## src/rtl/core/wdrl_pkg.sv

```systemverilog
// Shared types, codes and helpers for the word dictionary rank lookup block.
// No dependencies; imported by the controller, datapath and top level.
package wdrl_pkg;

	localparam int DEFAULT_TABLE_DEPTH = 1024;
	localparam int DEFAULT_WORD_CHARS  = 8;
	localparam int WORD_W              = 64;
	localparam int LEN_W               = 4;
	localparam int POS_W               = 10;
	localparam int CNT_W               = 11;

	// Item function codes
	localparam logic [1:0] FUNC_CLEAR = 2'd0;
	localparam logic [1:0] FUNC_LOAD  = 2'd1;
	localparam logic [1:0] FUNC_QUERY = 2'd2;
	localparam logic [1:0] FUNC_NONE  = 2'd3;

	// Result status codes
	localparam logic [1:0] STAT_OK     = 2'd0;
	localparam logic [1:0] STAT_FULL   = 2'd1;
	localparam logic [1:0] STAT_MISS   = 2'd2;
	localparam logic [1:0] STAT_BADLEN = 2'd3;

	typedef struct packed {
		logic [1:0]        func;
		logic [WORD_W-1:0] word;
		logic [LEN_W-1:0]  word_length;
	} in_item_t;

	typedef struct packed {
		logic [1:0]       status;
		logic             found;
		logic [POS_W-1:0] position;
		logic [CNT_W-1:0] bucket_count;
	} out_item_t;

	typedef enum logic [1:0] {
		S_IDLE,
		S_SCAN,
		S_DRAIN,
		S_RESP
	} ctrl_state_t;

	// Controller to datapath
	typedef struct packed {
		logic immediate;    // accepted item finishes this cycle
		logic start_query;  // latch query word and reset the scan
		logic rd_en;        // read the entry at the scan address
		logic query_done;   // load the query result into the output register
	} dp_cmd_t;

	// Datapath to controller
	typedef struct packed {
		logic query_ok;   // offered item is a query with a legal length
		logic fill_zero;  // table is empty
		logic addr_last;  // scan address points at the last stored entry
	} dp_stat_t;

	// Zero every character byte past len (first character in the top byte).
	function automatic logic [WORD_W-1:0] mask_word(input logic [WORD_W-1:0] w,
			input logic [LEN_W-1:0] len);
		logic [WORD_W-1:0] m;
		m = '0;
		for (int i = 0; i < WORD_W / 8; i++) begin
			if (LEN_W'(i) < len) begin
				m[WORD_W-1-8*i -: 8] = w[WORD_W-1-8*i -: 8];
			end
		end
		return m;
	endfunction

endpackage

```

## src/rtl/core/wdrl_ctrl.sv

```systemverilog
// Controller state machine for the word dictionary rank lookup block.
// Depends on wdrl_pkg; drives datapath commands and both handshakes.
module wdrl_ctrl (
	input  logic               clk,
	input  logic               arst_n,
	input  logic               in_valid,
	output logic               in_stall,
	output logic               out_valid,
	input  logic               out_stall,
	input  wdrl_pkg::dp_stat_t stat,
	output wdrl_pkg::dp_cmd_t  cmd
);
	import wdrl_pkg::*;

	ctrl_state_t state_q, state_d;
	logic        out_valid_q;
	logic        accept;

	// Take a new item only when idle and the output register is free or draining.
	assign in_stall  = !((state_q == S_IDLE) && (!out_valid_q || !out_stall));
	assign accept    = in_valid && !in_stall;
	assign out_valid = out_valid_q;

	always_ff @(posedge clk or negedge arst_n) begin
		if (!arst_n) begin
			state_q <= S_IDLE;
		end else begin
			state_q <= state_d;
		end
	end

	always_comb begin
		state_d = state_q;
		cmd     = '0;
		unique case (state_q)
			S_IDLE: begin
				if (accept) begin
					if (stat.query_ok) begin
						cmd.start_query = 1'b1;
						state_d = stat.fill_zero ? S_DRAIN : S_SCAN;
					end else begin
						cmd.immediate = 1'b1;
					end
				end
			end
			S_SCAN: begin
				cmd.rd_en = 1'b1;
				if (stat.addr_last) begin
					state_d = S_DRAIN;
				end
			end
			S_DRAIN: begin
				state_d = S_RESP;
			end
			S_RESP: begin
				cmd.query_done = 1'b1;
				state_d = S_IDLE;
			end
			default: begin
				state_d = S_IDLE;
			end
		endcase
	end

	always_ff @(posedge clk or negedge arst_n) begin
		if (!arst_n) begin
			out_valid_q <= 1'b0;
		end else if (cmd.immediate || cmd.query_done) begin
			out_valid_q <= 1'b1;
		end else if (!out_stall) begin
			out_valid_q <= 1'b0;
		end
	end

endmodule

```

## config.mk

```make
export PLATFORM = sky130hd
export DESIGN_NAME = wdrl_ctrl
export DESIGN_NICKNAME = d
export VERILOG_FILES = /design/src/rtl/core/wdrl_pkg.sv /design/src/rtl/core/wdrl_ctrl.sv
export SDC_FILE = /design/constraint.sdc
export NUM_CORES = 1
export LEC_CHECK = 0
export CORE_AREA = 4 4 41 43
export DETAILED_ROUTE_END_ITERATION = 10
export DIE_AREA = 0 0 45 47
export DONT_BUFFER_PORTS = 1
export GPL_TIMING_DRIVEN = 0
export PLACE_DENSITY = 0.42
export SLEW_MARGIN = 20
export SYNTH_ARGS = -nofsm -noshare
export SYNTH_HDL_FRONTEND = slang
export SYNTH_SLANG_ARGS = --single-unit
```

## constraint.sdc

```tcl
create_clock -name clk -period 1.6 [get_ports clk]
set_input_delay 0.08 -clock clk [delete_from_list [all_inputs] [get_ports clk]]
set_output_delay 0.08 -clock clk [all_outputs]
set_load 0.02 [all_outputs]
```

### After elaboration in Yosys (flattened, before gate mapping)

Index checks and enable logic that the tools add are counted.

* register bits: 3
* word-level logic and storage cells: 31
* output and inout port bits: 6
* input bits: 7

* equality and inequality tests: 7
* reduce and logical (&&, ||, !) cells: 9
* mux-type cells: 13

Operator list (number)
* $mux 2: 6
* $pmux 2 s4: 1
* $mux 1: 6
* $ne 2x2->1 const B: 3
* $eq 2x2->1 const B: 2
* $logic_not 1->1: 3
* $reduce_and 3->1: 1
* $eq 2x1->1 const B: 1
* $logic_and 1x1->1: 2
* $logic_not 2->1: 1
* $logic_or 1x1->1: 2
* $ne 2x1->1 const B: 1

### Depth between registers and ports, before layout

* depth after elaboration: 8
* gate-level depth with buffers: 4
* depth with buffers taken out: 4

### Worst setup path before layout

Ideal clock, no wire load.

* path type: register -> output
* start: reg state_q[0]
* end: out cmd[3] (netlist bit)
* stages on the path, launching flop included: 5
* path buffers: 0
* arrival: 1.412 ns
* required time: 1.520 ns
* path slack: 0.108 ns
* cell sequence: dfrtp_1 -> inv_1 -> ha_1 -> nand2_1 -> nor3b_1

RTL lines
* start, declared: line wdrl_ctrl.sv:15 `ctrl_state_t state_q, state_d;`
* start signal, assigned: line wdrl_ctrl.sv:28 `state_q <= state_d;`
* end, declared: line wdrl_ctrl.sv:11 `output wdrl_pkg::dp_cmd_t cmd`

==> results.md <==
- **final setup violation count** 0
- **Hold Vio Cnt, Final** 0
- **total of max-cap violations** 0
- **hold depth** 2
- **largest net degree at the start of global routing** 5
- **initial core utilization** 0.188
- **Worst Slack Setup Final** 0.117 ns
- **routability congestion estimate from global placement** 0.753
- **IO Pins** 13
- **setup skew after layout** 0.000657 ns
- **critical path cell sequence** inv_1 -> ha_2 -> nand2_4 -> nor3b_4
- **1st-pass router iterations** 2
- **total wire length after detailed routing** 510 um
- **antenna cell count** 0
- **Tightest Hold Check Type** in -> reg
- **worst-path maximum fanout** 4
- **Core Util, Final** 0.248
- **critical path start-end classification** reg -> out
- **Synth Instances** 25
- **width of the chip** 45 um
- **Routed WL per cell** 11.3 um
- **number of antenna violations at the first check in global routing** 0
- **FF-to-FF path depth** 4
- **number of filler cells placed in the layout** 151
- **register area** 75.1 um2
- **clock transition time at the flip-flop clock pins of the worst setup and hold paths** 0.04 ns
- **total congestion overflow after global routing** 0
- **Port Buffers** 0
- **area share of the largest cell type after synthesis** 0.308
- **multi-input combinational cell area** 178 um2
- **share of layout cells above drive strength 1** 0.233
- **post-synth design cell area** 244 um2
- **Yosys warnings** 0
- **largest area contributor in the synthesized netlist** dfrtp_1
- **Area growth, synth to finish** 32.3%
- **number of global-route vias before repair** 201
- **RSZ-0062 raised after global routing** no
- **shortest period the worst path allows** 1.48 ns
- **number of vias in the routed layout** 194
- **count of standard-cell rows** 13
- **combined global-route utilization of all metal layers** 0.0561
- **Place WS** -0.0134 ns
- **Yosys reg bits** 3
- **clock tree root driver cell** clkbuf_4
- **number of buffers created by CTS** 3
- **clock network latency to the later pin of the worst-skew pair** 0.23 ns
- **Vias/cell** 4.31
- **slew at the pin closest to its max-slew limit** 0.279 ns
- **top cells by area, synth** dfrtp_1 31%, ha_1 26%, mux2i_1 16%
- **final hold slack** 0.0402 ns
- **crit path launch type** register
- **data arrival at the endpoint of the critical path** 1.40 ns
- **power density normalized to cell area** 2030 nW/um2
- **number of distinct standard cells referenced by the synthesized netlist** 10
- **run status** completed
- **Max-slew headroom** 0.814
- **critical path endpoint category** primary output
- **global-route wire length before repair** 772 um
- **post-synthesis net count** 37
- **Final ANT Viol Nets** 0
- **pins over their slew limit** 0
- **maximum clock rate** 0.675 GHz
- **final period utilization** 0.927
- **Total Die Area** 2120 um2
- **Placement Cell Area** 263 um2
- **die span in y** 47 um
- **Core Region** 1300 um2
- **syn_area_per_cell** 9.76 um2
- **post-route cell area** 323 um2
- **static leakage** 0.000158 uW
- **final net count** 43
- **CTS Sinks** 3
- **clock tree from TritonCTS** yes
- **Peak supply drop** 0.413 mV
- **required time of the worst setup path** 1.52 ns
- **post-CTS setup buffer count** 0
- **Largest stage delay, worst path** 0.39 ns
- **number of placed instances with taps included** 40
- **portion of the post-synthesis area used by sequential elements** 0.308
- **Slowest cell on crit path** dfrtp_1
- **total number of H-tree levels** 1
- **number of buffers between clock root and the deepest sink** 2
- **Detailed Route Iter0 Violations** 2
- **number of design rule violations left after detail routing** 0
- **final non-filler cell total** 45
synth_stat cells:
cell,count
nand3b_1,2
nor3b_1,1
dfrtp_1,3
mux2i_1,4
ha_1,5
nor2_1,1
nand3_1,1
nand2_1,3
inv_1,4
a22o_1,1
path summary, 6_finish.rpt:
path                             from    endpoint  slack (ns)
max                        state_q[0]      cmd[3]        0.12
min                          in_valid   out_valid        0.04
max reg2reg                state_q[1]  state_q[0]        0.24
min reg2reg                state_q[1]  state_q[1]        0.65
max in group asynchronous      arst_n  state_q[1]        1.36
min in group asynchronous      arst_n   out_valid        0.10
final cells by class:
class,instances,area share
tap,15,0.0581
inverter,4,0.0465
timing repair buffer,1,0.0310
sequential,3,0.233
clock buffer,4,0.0814
multi-input combinational,18,0.550
per-layer routing:
| layer | wire length [um] | vias to the layer above | global-route usage |
|---|---|---|---|
| met5 | 0 | - | 0 |
| met4 | 0 | 0 | 0.0351 |
| met3 | 83 | 0 | 0.0498 |
| met2 | 269 | 11 | 0.0819 |
| met1 | 158 | 92 | 0.0524 |
| li1 | - | 91 | - |
state kept, by name (all words and copies together), names as in the netlist:
name       flops
state_q        2
out_valid      1
layout by cell type (no fill, tap or decap):
cell | netlist | routed
a22o_1 | 1 | 1
clkbuf_1 | 0 | 1
clkbuf_4 | 0 | 3
dfrtp_1 | 3 | 3
dlygate4sd3_1 | 0 | 1
ha_1 | 5 | 4
ha_2 | 0 | 1
inv_1 | 4 | 4
mux2i_1 | 4 | 4
nand2_1 | 3 | 2
nand2_4 | 0 | 1
nand3_1 | 1 | 1
nand3b_1 | 2 | 2
nor2_2 | 0 | 1
nor3b_4 | 0 | 1
critical path: cells and delay by family, from the launching register on:
| kind | cells | cell delay [ns] |
|---|---|---|
| buffers and inverters | 1 | 0.13 |
| AND/OR/NAND/NOR | 2 | 0.41 |
| flip-flops | 1 | 0.39 |
| adder cells (fa/ha/maj) | 1 | 0.24 |
cell families (layout without fill, tap and decap cells):
kind of cell,count (synthesis),in the layout,synth area share
AND/OR/NAND/NOR,8,8,0.174
adder cells (fa/ha/maj),5,5,0.256
multiplexers,4,4,0.164
buffers and inverters,4,9,0.0615
flip-flops,3,3,0.308
AO/OA/AOI/OAI,1,1,0.0359
where the power goes:
group / total [uW] / internal (uW) / leakage, uW / switching, uW
logic: 364 / 146 / 0.000107 / 218
registers: 164 / 117 / 0.0000362 / 46.4
clock network: 128 / 93.1 / 0.0000150 / 34.4
total: 655 / 356 / 0.000158 / 299
timing repair:
action | CTS | global route
pin swaps | 0 | 1
hold endpoints to repair | 3 | 0
setup endpoints to repair | 2 | 2
resized for setup | 3 | 3
hold buffers | 1 | 0
through the flow:
| stage | TNS (ns) | total power (uW) |
|---|---|---|
| 2_1_floorplan | 0 | 437 |
| 3_3_place_gp | -0.0354 | 491 |
| 3_5_place_dp | -0.0134 | 496 |
| 4_1_cts | -0.0370 | 650 |
| 5_1_grt | 0 | 711 |
| 6_report | 0 | 655 |
No activity file was read; power rests on OpenSTA's default activity.
